===== config.mk =====
export PLATFORM = sky130hd
export DESIGN_NAME = piecewise_linear_table_interp_top
export DESIGN_NICKNAME = d
export VERILOG_FILES = /design/src/hdl/pwl_pkg.sv /design/src/hdl/piecewise_linear_table_interp_top.sv
export SDC_FILE = /design/constraint.sdc
export NUM_CORES = 2
export LEC_CHECK = 0
export ABC_AREA = 1
export BUFFER_PORTS_ARGS = -buffer_cell sky130_fd_sc_hd__buf_4
export CAP_MARGIN = 20
export CORE_ASPECT_RATIO = 0.75
export CORE_MARGIN = 2
export CORE_UTILIZATION = 50
export DETAILED_ROUTE_END_ITERATION = 6
export MAX_ROUTING_LAYER = met4
export PLACE_DENSITY = 0.76
export SLEW_MARGIN = 20
export SYNTH_ARGS = -nofsm -noshare
export SYNTH_HDL_FRONTEND = slang
export SYNTH_SLANG_ARGS = --single-unit

===== constraint.sdc =====
create_clock -name clk -period 9.6 [get_ports clk]
set_input_delay 1.44 -clock clk [delete_from_list [all_inputs] [get_ports clk]]
set_output_delay 1.44 -clock clk [all_outputs]
set_load 0.1 [all_outputs]

===== src/hdl/pwl_pkg.sv =====
// Package of types and constants for the piecewise linear table interpolator.
`default_nettype none

package pwl_pkg;

	// Item functions.
	localparam logic FUNC_LOAD  = 1'b0;
	localparam logic FUNC_QUERY = 1'b1;

	// Configuration register indexes.
	localparam int unsigned CFG_IDX_W = 1;
	localparam logic [CFG_IDX_W-1:0] REG_ENTRIES_USED = 1'd0;
	localparam logic [CFG_IDX_W-1:0] REG_ERROR_SPAN   = 1'd1;

	// Reset values of the configuration registers.
	localparam logic [4:0] ENTRIES_USED_RST = 5'd16;
	localparam logic [7:0] ERROR_SPAN_RST   = 8'd43;

	// Limits of the error output.
	localparam logic [23:0] ERR_MIN = 24'd5;
	localparam logic [23:0] ERR_MAX = 24'hFF_FFFF;

	// Shared divider: remainder and numerator widths, double steps per division.
	localparam int unsigned DIV_REM_W   = 20;
	localparam int unsigned DIV_NUM_W   = 34;
	localparam logic [4:0]  SLOPE_STEPS = 5'd13;
	localparam logic [4:0]  ERR_STEPS   = 5'd17;

	typedef struct packed {
		logic               func;
		logic [3:0]         entry_index;
		logic signed [15:0] entry_x;
		logic signed [23:0] entry_y;
		logic signed [15:0] query_x;
		logic [19:0]        error_divisor;
	} item_t;

	typedef struct packed {
		logic signed [23:0] interp_y;
		logic [23:0]        error_out;
	} result_t;

	typedef struct packed {
		logic signed [15:0] x;
		logic signed [23:0] y;
	} entry_t;

	typedef enum logic [3:0] {
		S_IDLE,
		S_SCAN,
		S_FETCH,
		S_SDIV,
		S_SLOPE,
		S_MULY,
		S_SUM,
		S_ELOAD,
		S_EDIV,
		S_FIN
	} state_t;

endpackage

`default_nettype wire


===== src/hdl/piecewise_linear_table_interp_top.sv =====
// Top level of the piecewise linear table interpolator.
//
// Items arrive on the item channel (valid/ready). A load item writes one
// breakpoint of the table in the cycle of its transfer and gives no result.
// A query item scans the table from index 1 for the first breakpoint whose
// x is not above the query, one entry per cycle through the table's single
// read port, then runs two divisions on one shared restoring divider (two
// quotient bits per cycle) and two products on one shared multiplier.
// The scan, the two divisions and the two products run one after another,
// and a query holds the input until its result is loaded into the output
// register. Loads can follow back to back.
// item_ready is low while a query is being worked on.
// Results leave through an output register on the result channel; while a
// stalled receiver leaves an earlier result in that register, a finished
// query waits in its last step and no item is taken until the register frees.
// The configuration channel is always ready; writes belong to idle periods.
// Reset sets entries_used to 16 and error_span to 43 and empties the output
// register. The table is not cleared: an entry must be loaded before use.
`default_nettype none

module piecewise_linear_table_interp_top #(
	parameter int unsigned TABLE_DEPTH = 16
) (
	input  wire                               clk,
	input  wire                               arst_n,
	input  wire                               item_valid,
	output logic                              item_ready,
	input  wire pwl_pkg::item_t               item,
	output logic                              result_valid,
	input  wire                               result_ready,
	output pwl_pkg::result_t                  result,
	input  wire                               cfg_valid,
	output logic                              cfg_ready,
	input  wire [pwl_pkg::CFG_IDX_W-1:0]      cfg_index,
	input  wire [7:0]                         cfg_data
);

	localparam int unsigned IDX_W = $clog2(TABLE_DEPTH);
	localparam int unsigned REM_W = pwl_pkg::DIV_REM_W;
	localparam int unsigned NUM_W = pwl_pkg::DIV_NUM_W;

	// One restoring division step: shift in the next numerator bit, subtract if it fits.
	function automatic logic [REM_W+NUM_W-1:0] div_step(
		input logic [REM_W+NUM_W-1:0] rn,
		input logic [REM_W-1:0]       d
	);
		logic [REM_W:0]           t;
		logic [REM_W+NUM_W-1:0]   r;
		t = {rn[REM_W+NUM_W-1:NUM_W], rn[NUM_W-1]};
		if (t >= {1'b0, d}) begin
			r = {REM_W'(t - {1'b0, d}), rn[NUM_W-2:0], 1'b1};
		end else begin
			r = {t[REM_W-1:0], rn[NUM_W-2:0], 1'b0};
		end
		return r;
	endfunction

	pwl_pkg::state_t state_q, state_d;

	logic [4:0]          entries_used_q;
	logic [7:0]          error_span_q;

	pwl_pkg::entry_t     mem_q [TABLE_DEPTH];
	pwl_pkg::entry_t     rd_q;
	logic                mem_we;
	logic [IDX_W-1:0]    wr_addr;
	logic [IDX_W-1:0]    rd_addr;

	logic [IDX_W-1:0]    i_q;
	logic [IDX_W-1:0]    last_q;
	logic [IDX_W-1:0]    last_d;
	logic signed [15:0]  qx_q;
	logic [19:0]         div_q;
	logic signed [15:0]  x1_q;
	logic signed [23:0]  y0_q;
	logic signed [23:0]  y1_q;
	logic                neg_q;
	logic                flat_q;
	logic signed [25:0]  slope_q;
	logic signed [42:0]  prod_q;
	logic signed [43:0]  sum_q;
	logic signed [23:0]  y_q;

	logic [REM_W-1:0]    rem_q;
	logic [NUM_W-1:0]    num_q;
	logic [REM_W-1:0]    d_q;
	logic [4:0]          cnt_q;

	logic                result_valid_q;
	pwl_pkg::result_t    result_q;

	logic                item_xfer;
	logic                scan_more;
	logic                div_last;
	logic                result_load;

	logic signed [16:0]  dx;
	logic signed [24:0]  dy;
	logic [16:0]         dx_mag;
	logic [24:0]         dy_mag;
	logic [25:0]         slope_abs;
	logic [24:0]         q_slope;
	logic signed [25:0]  mul_a;
	logic signed [16:0]  mul_b;
	logic signed [42:0]  mul_p;
	logic [REM_W+NUM_W-1:0] div_next;
	logic signed [23:0]  lo_y;
	logic signed [23:0]  hi_y;
	logic signed [23:0]  y_clamped;
	logic [23:0]         err_sat;

	assign item_xfer   = item_valid && item_ready;
	assign cfg_ready   = 1'b1;
	assign scan_more   = (i_q < last_q) && (qx_q < rd_q.x);
	assign div_last    = (cnt_q == 5'd1);
	assign result_load = (state_q == pwl_pkg::S_FIN) && (!result_valid_q || result_ready);

	// Configuration registers.
	always_ff @(posedge clk or negedge arst_n) begin
		if (!arst_n) begin
			entries_used_q <= pwl_pkg::ENTRIES_USED_RST;
			error_span_q   <= pwl_pkg::ERROR_SPAN_RST;
		end else if (cfg_valid && cfg_ready) begin
			unique case (cfg_index)
				pwl_pkg::REG_ENTRIES_USED: entries_used_q <= cfg_data[4:0];
				pwl_pkg::REG_ERROR_SPAN:   error_span_q   <= cfg_data;
				default: ;
			endcase
		end
	end

	// Last index in use: entries_used clamped to the range 2 to TABLE_DEPTH.
	always_comb begin
		priority if (32'(entries_used_q) > TABLE_DEPTH) begin
			last_d = IDX_W'(TABLE_DEPTH - 1);
		end else if (entries_used_q < 5'd2) begin
			last_d = IDX_W'(1);
		end else begin
			last_d = IDX_W'(entries_used_q - 5'd1);
		end
	end

	// Breakpoint table: one write port, one registered read port.
	assign wr_addr = IDX_W'(item.entry_index);

	always_ff @(posedge clk) begin
		if (mem_we) begin
			mem_q[wr_addr] <= '{x: item.entry_x, y: item.entry_y};
		end
		rd_q <= mem_q[rd_addr];
	end

	// Sequencer state register.
	always_ff @(posedge clk or negedge arst_n) begin
		if (!arst_n) begin
			state_q <= pwl_pkg::S_IDLE;
		end else begin
			state_q <= state_d;
		end
	end

	// Next state, handshake and table port control.
	always_comb begin
		state_d    = state_q;
		item_ready = 1'b0;
		mem_we     = 1'b0;
		rd_addr    = IDX_W'(i_q + IDX_W'(1));
		unique case (state_q)
			pwl_pkg::S_IDLE: begin
				item_ready = 1'b1;
				rd_addr    = IDX_W'(1);
				if (item_xfer) begin
					if (item.func == pwl_pkg::FUNC_QUERY) begin
						state_d = pwl_pkg::S_SCAN;
					end else begin
						mem_we = (32'(item.entry_index) < TABLE_DEPTH);
					end
				end
			end
			pwl_pkg::S_SCAN: begin
				if (!scan_more) begin
					rd_addr = IDX_W'(i_q - IDX_W'(1));
					state_d = pwl_pkg::S_FETCH;
				end
			end
			pwl_pkg::S_FETCH: state_d = pwl_pkg::S_SDIV;
			pwl_pkg::S_SDIV:  if (div_last) state_d = pwl_pkg::S_SLOPE;
			pwl_pkg::S_SLOPE: state_d = pwl_pkg::S_MULY;
			pwl_pkg::S_MULY:  state_d = pwl_pkg::S_SUM;
			pwl_pkg::S_SUM:   state_d = pwl_pkg::S_ELOAD;
			pwl_pkg::S_ELOAD: state_d = pwl_pkg::S_EDIV;
			pwl_pkg::S_EDIV:  if (div_last) state_d = pwl_pkg::S_FIN;
			pwl_pkg::S_FIN:   if (result_load) state_d = pwl_pkg::S_IDLE;
			default:          state_d = pwl_pkg::S_IDLE;
		endcase
	end

	// Segment differences and their magnitudes.
	assign dx     = 17'(rd_q.x) - 17'(x1_q);
	assign dy     = 25'(rd_q.y) - 25'(y1_q);
	assign dx_mag = dx[16] ? 17'(-dx) : 17'(dx);
	assign dy_mag = dy[24] ? 25'(-dy) : 25'(dy);

	// Slope quotient and its magnitude.
	assign q_slope   = num_q[24:0];
	assign slope_abs = slope_q[25] ? 26'(-slope_q) : 26'(slope_q);

	// Shared multiplier: the y product first, then slope magnitude times span.
	always_comb begin
		if (state_q == pwl_pkg::S_MULY) begin
			mul_a = slope_q;
			mul_b = 17'(qx_q) - 17'(x1_q);
		end else begin
			mul_a = $signed({1'b0, slope_abs[24:0]});
			mul_b = $signed({9'b0, error_span_q});
		end
	end
	assign mul_p = 43'(mul_a) * 43'(mul_b);

	// Two division steps per cycle.
	assign div_next = div_step(div_step({rem_q, num_q}, d_q), d_q);

	// Clamp to the segment's two y values.
	assign lo_y = (y0_q < y1_q) ? y0_q : y1_q;
	assign hi_y = (y0_q < y1_q) ? y1_q : y0_q;

	always_comb begin
		priority if (sum_q < 44'(lo_y)) begin
			y_clamped = lo_y;
		end else if (sum_q > 44'(hi_y)) begin
			y_clamped = hi_y;
		end else begin
			y_clamped = sum_q[23:0];
		end
	end

	// Error span limits.
	always_comb begin
		priority if (num_q < NUM_W'(pwl_pkg::ERR_MIN)) begin
			err_sat = pwl_pkg::ERR_MIN;
		end else if (num_q > NUM_W'(pwl_pkg::ERR_MAX)) begin
			err_sat = pwl_pkg::ERR_MAX;
		end else begin
			err_sat = num_q[23:0];
		end
	end

	// Datapath registers.
	always_ff @(posedge clk) begin
		unique case (state_q)
			pwl_pkg::S_IDLE: begin
				i_q    <= IDX_W'(1);
				last_q <= last_d;
				qx_q   <= item.query_x;
				div_q  <= (item.error_divisor == 20'd0) ? 20'd1 : item.error_divisor;
			end
			pwl_pkg::S_SCAN: begin
				if (scan_more) begin
					i_q <= IDX_W'(i_q + IDX_W'(1));
				end else begin
					x1_q <= rd_q.x;
					y1_q <= rd_q.y;
				end
			end
			pwl_pkg::S_FETCH: begin
				y0_q   <= rd_q.y;
				neg_q  <= dx[16] ^ dy[24];
				flat_q <= (dx == 17'sd0);
				rem_q  <= '0;
				num_q  <= {1'b0, dy_mag, 8'b0};
				d_q    <= REM_W'(dx_mag);
				cnt_q  <= pwl_pkg::SLOPE_STEPS;
			end
			pwl_pkg::S_SDIV, pwl_pkg::S_EDIV: begin
				{rem_q, num_q} <= div_next;
				cnt_q          <= cnt_q - 5'd1;
			end
			pwl_pkg::S_SLOPE: begin
				if (flat_q) begin
					slope_q <= '0;
				end else if (neg_q) begin
					slope_q <= -$signed({1'b0, q_slope});
				end else begin
					slope_q <= $signed({1'b0, q_slope});
				end
			end
			pwl_pkg::S_MULY: begin
				prod_q <= mul_p;
			end
			pwl_pkg::S_SUM: begin
				sum_q  <= 44'(y1_q) + 44'(prod_q);
				prod_q <= mul_p;
			end
			pwl_pkg::S_ELOAD: begin
				y_q   <= y_clamped;
				rem_q <= '0;
				num_q <= {1'b0, prod_q[32:0]};
				d_q   <= div_q;
				cnt_q <= pwl_pkg::ERR_STEPS;
			end
			pwl_pkg::S_FIN: ;
			default: ;
		endcase
	end

	// Output register.
	always_ff @(posedge clk or negedge arst_n) begin
		if (!arst_n) begin
			result_valid_q <= 1'b0;
		end else if (result_load) begin
			result_valid_q <= 1'b1;
		end else if (result_ready) begin
			result_valid_q <= 1'b0;
		end
	end

	always_ff @(posedge clk) begin
		if (result_load) begin
			result_q.interp_y  <= y_q;
			result_q.error_out <= err_sat;
		end
	end

	assign result_valid = result_valid_q;
	assign result       = result_q;

`ifndef ASSERT_OFF
	// The scan index stays within the entries in use.
	assert property (@(posedge clk) disable iff (!arst_n)
		state_q == pwl_pkg::S_SCAN |-> (i_q != '0) && (i_q <= last_q))
		else $error("scan index outside the table in use");

	// A query transfer starts the scan in the next cycle.
	assert property (@(posedge clk) disable iff (!arst_n)
		item_xfer && item.func == pwl_pkg::FUNC_QUERY |=> state_q == pwl_pkg::S_SCAN)
		else $error("query transfer did not start the scan");

	// After a division the remainder is below the divisor.
	assert property (@(posedge clk) disable iff (!arst_n)
		(state_q == pwl_pkg::S_SLOPE && !flat_q) || state_q == pwl_pkg::S_FIN
		|-> rem_q < d_q)
		else $error("divider remainder not below divisor");

	// The interpolated y lies between the segment's end values.
	assert property (@(posedge clk) disable iff (!arst_n)
		state_q == pwl_pkg::S_FIN |-> (y_q >= lo_y) && (y_q <= hi_y))
		else $error("interpolated y outside segment");

	// A new result always carries an error span of at least the minimum.
	assert property (@(posedge clk) disable iff (!arst_n)
		result_load |=> result_valid && result.error_out >= pwl_pkg::ERR_MIN)
		else $error("error span below minimum");
`endif

endmodule

`default_nettype wire

# Yosys cells after proc, flatten, opt, wreduce, memory -nomap -nowiden
# Memory sizes are Yosys's and may differ from the RTL's. A register that Yosys moved wholly into a read port is not among the register bits.
# Cells that the tools add are included.
# W data, S select, Z words.
# totals
input_bits	95
register_bits	392
word_cells	135
latchBits	0
mem_bits_rw	640
rom_bits	0
memories	1
# op_classes
order_cmp	11
shifts	0
addsub	14
n_bitwise	4
div_mod_pow	0
n_mux	37
n_eq_ne	17
n_reduce_logical	24
mul	1
# mem_list
memory	words	word_bits	rd	rd_clocked_by_memory_dff	wr	line_no	source
mem_q	16	40	1	1	1	piecewise_linear_table_interp_top.sv:63	pwl_pkg::entry_t mem_q [TABLE_DEPTH];
# ops
operator	n
$mux W24	5
$mux W54	2
$pmux W34 S3	1
$pmux W20 S2	2
$mux W25	3
$neg A25 Y25	2
$add A24 B43 Y44	1
$gt A44 B24 Y1	1
$lt A44 B24 Y1	1
$mul A26 B17 Y43	1
$ge A21 B20 Y1	2
$pmux W4 S10	1
$sub A20 B20 Y20	2
$mux W4	9
$gt A34 B24 Y1 const B	1
$lt A34 B3 Y1 const B	1
$mux W17	2
$sub A16 B16 Y17	2
$mux W26	1
$neg A25 Y26	1
$sub A24 B24 Y25	1
$lt A24 B24 Y1	1
$logic_not A20 Y1	1
$logic_not A17 Y1	1
other kinds (28)	63

# Depth between registers and ports, before layout
# depth
ltp_word	7
depth_mapped	46

# Worst setup path after synthesis
# OpenSTA, ideal clock, no wires.
# synth_path
kind	register -> register
start	register qx_q[0]
end	register prod_q[42] (data pin)
arrival_ns	7.393
synth_period_minus_slack_ns	7.664
stages_incl_launch_ff	42
setup_slack_ns	1.936
t_required_ns	9.329
cell_sequence	edfxtp_1 inv_1 ha_1 inv_1 fa_1 a21oi_1 o21ai_1 nand2_1 nand2_1 nand2_1 nand2_1 nand2_1 nand2_1 a21oi_1 inv_2 nand3_1 nand4_1 or2_1 (+6 left out) fa_1 inv_1 fa_1 fa_1 fa_1 inv_1 fa_1 inv_1 ha_1 a21oi_1 o21ai_0 a221oi_1 nand2_1 nand3_1 nand2_1 nand2_1 o311ai_1 xor2_1
# synth_via
elab_chain_len	3
# synth_lines
element	line_no	source
start: declaration	piecewise_linear_table_interp_top.sv:72	logic signed [15:0] qx_q;
start signal: assignment	piecewise_linear_table_interp_top.sv:254	qx_q <= item.query_x;
$sub A16 B16 Y17	piecewise_linear_table_interp_top.sv:212	mul_b = 17'(qx_q) - 17'(x1_q);
$mux W17	piecewise_linear_table_interp_top.sv:210	if (state_q == pwl_pkg::S_MULY) begin
$mul A26 B17 Y43	piecewise_linear_table_interp_top.sv:218	assign mul_p = 43'(mul_a) * 43'(mul_b);
net mul_p[42]	piecewise_linear_table_interp_top.sv:105	logic signed [42:0] mul_p;
end signal: assignment	piecewise_linear_table_interp_top.sv:288	prod_q <= mul_p;
end signal: assignment	piecewise_linear_table_interp_top.sv:292	prod_q <= mul_p;
end: declaration	piecewise_linear_table_interp_top.sv:80	logic signed [42:0] prod_q;
# The timed path passes the listed nets, and every way through them passes these cells.
# A chain may end at the register's enable or synchronous reset.

# Worst setup path in the final report
# layout_path
start	register qx_q[2]
end	register prod_q[42] (data pin)
# The elaborated chain is that of the path after synthesis.

==> metrics <==
run status=finished with violations; failing checks=design-rule violations; DR iter-0 viols=roughly 5700; Yosys top cell area share=0.4310; RR Startpoint=qx_q[2]; final setup fails=0; final setup skew=about 59 ps; Area Overhead vs Synth=9.793%; min-delay worst type=flip-flop to flip-flop; hold depth=0; Synth area leader=edfxtp_1; Die Wd=roughly 440 um; cts hold-fix bufs=0; Post-Syn Nets=~8000; clock slew at reported path FFs=approximately 60 ps; CTS tree=yes; worst hold path endpoint=result[32]; setup tns final=0 ps; placer congestion estimate=about 1.0; ys async rst share=0.01679; startpoint types=flip-flop; placement-stage worst setup slack=around 760 ps; cts repair resizes=0; Worst Tran Pin Value=around 1200 ps; Synth cell types=between 70 and 80; Adder-Cell Fraction of Synth Area=0.1909; CTS Sinks=between 1000 and 1500; antenna violations before repair=17; mapped cell area=between 0.07 and 0.08 sq mm; final core occ=0.5531; RR Endpoint=prod_q[42]; number of port buffers=roughly 140; register bit total from synthesis=~1100; vias in the first global route=50477; largest family of logic cells by synthesized area=adder cells; Worst setup EP type=flip-flop; Std-Cell Rows=119; share of layout cells above drive strength 1=0.07590; first-pass GRT wire length=roughly 300 mm; Synth top cells by count=nand2_1 (1323), inv_1 (1083), edfxtp_1 (1014), nand3_1 (506), nor2_1 (482); GRT Total Usage=0.2869; synthesis warning total=0; WL met3=approximately 23 mm; ys flop type=edfxtp_1; Max Cap Viol=0; Avg Inst Size Synth=about 9.9 sq um; Final Hold Fails=0; Worst slew margin=0.1758; Final nets=about 8000; top post-synthesis cells by area=edfxtp_1 (43%), fa_1 (12%), nand2_1 (7.0%); crit-path leading delay family=adder cells; most frequent cell on the critical path=nand2_1; grt total ovfl=0; critical path required time=10070 ps; worst hold start=y_q[8]; clock tree buffer depth=3; cell count after synthesis=about 7200; die height=329.5 um; Synth Area in Compound Gates=0.06742; Crit path largest cell delay=740 ps; Achievable Freq=around 110 MHz; antenna-violating nets left=0; Initial Util=0.5037; wire length on met1=between 80 and 90 mm; Post-Synth Simple-Gate Area=0.1544; reg-to-reg slack, setup=between 500 and 600 ps; critical-path maximum fanout=20; RSZ-0062 raised after global routing=no; worst skew pair latency=between 700 and 800 ps; area of the core=approximately 0.14 sq mm; IO Pins=between 100 and 150; Die ar.=0.1444 sq mm; reg2reg path depth=38; top routing layer used=met4; count leader, synth=nand2_1; buffer count from post-CTS setup fixing=0; Worst path slowest cell=or2_1; Seq/Total Area, Yosys=0.4488; drt via density=~5.7; Period minus WS final=9035 ps; CP bufs+invs=6; CP arrival=around 9500 ps; routed wire length per instance=21.90 um; H-tree depth=3; Final WS setup=564.9 ps; CTS Buf Count=roughly 110; EDFF count, synth=1014; fin crit share=0.9412; mux contribution to synthesized area=0.03983; Root Buffer Master=clkbuf_16; Post-DP HPWL=145.4 mm; Routed WL=just over 200 mm; number of fill cells=11974; met2 WL=around 87 mm; Final Max Slew Viols=0; Crit Path Class=flip-flop to flip-flop; post-synthesis xor/xnor area fraction=0.02274; largest net degree at the start of global routing=between 90 and 100; via count=52292; # DRC=1; DRT Pass-1 Iters=7
[per-stage QoR]
| step | cells | hold slack [ps] | area (sq um) |
|---|---|---|---|
| 3_5_place_dp | 9004 | 404.5 | 73880 |
| 3_3_place_gp | 9004 | 403.8 | 73880 |
| 4_1_cts | 9200 | 416.8 | 77510 |
| 6_report | 9209 | 416.1 | 77570 |
| 5_1_grt | 9209 | 423.3 | 77570 |
| 2_1_floorplan | 7150 | 400.3 | 70650 |
[sequential cells by signal (all words and copies together) (netlist names)]
signal	count
y1_q	24
prod_q	43
result_valid	1
state_q	4
slope_q	26
div_q	20
i_q	4
flat_q	1
y0_q	24
sum_q	44
mem_q	640
neg_q	1
qx_q	16
x1_q	16
entries_used_q	5
num_q	34
d_q	20
cnt_q	5
y_q	24
error_span_q	8
rem_q	20
rd_q	40
result	48
last_q	4
[layer usage]
| layer | vias to the layer above | global-route usage |
|---|---|---|
| met5 | - | - |
| met1 | 25424 | 0.4023 |
| met2 | 2562 | 0.4131 |
| li1 | 23932 | - |
| met3 | 374 | 0.07256 |
| met4 | 0 | 0.08036 |
[cell usage in the layout, fill, tap and decap left out, drive strengths merged, types with 50 or more instances in the layout]
cell type,count
nand2,1333
inv,1135
edfxtp,1014
nand3,522
nor2,490
fa,437
ha,379
a21oi,336
o21ai,335
mux2i,280
buf,235
clkbuf,136
xor2,114
nand4,74
xnor2,66
or2,54
nor3,50
[cell type report]
cell class | instances | area, sq um | area share
Timing Repair Buffer | 235 | 1764 | 0.02274
Sequential cell | 1072 | 31710 | 0.4087
Tap cell | 1875 | 2346 | 0.03024
Clock buffer | 136 | 2859 | 0.03686
Antenna cell | 9 | 22.52 | 0.0002903
Clock inverter | 60 | 770.7 | 0.009936
Multi-Input combinational cell | 4689 | 33850 | 0.4364
Inverter | 1133 | 4253 | 0.05482
[cells by family (layout without fill, tap and decap cells)]
| kind of cell | Yosys count | count (layout) |
|---|---|---|
| AND/OR/NAND/NOR | 2555 | 2555 |
| adder cells (fa/ha/maj) | 816 | 816 |
| other | 1 | 10 |
| multiplexers | 281 | 281 |
| AO/OA/AOI/OAI | 856 | 856 |
| flip-flops | 1072 | 1072 |
| XOR/XNOR | 180 | 180 |
| buffers and inverters | 1389 | 1564 |
[worst max path at each step]
stage / from / to / slack (ps) / cells after the start
final: qx_q[2] / prod_q[42] / 560 / 38
after global routing: qx_q[2] / prod_q[42] / 6 / 38
after CTS: qx_q[2] / prod_q[42] / 680 / 38
after detailed placement: qx_q[2] / prod_q[42] / 760 / 38
after global placement: qx_q[0] / prod_q[31] / 780 / 39
after floorplan: qx_q[0] / prod_q[42] / 1940 / 41
Power is not shown: default switching activity piles up to over one toggle a cycle in this logic, so the estimate is an artifact.
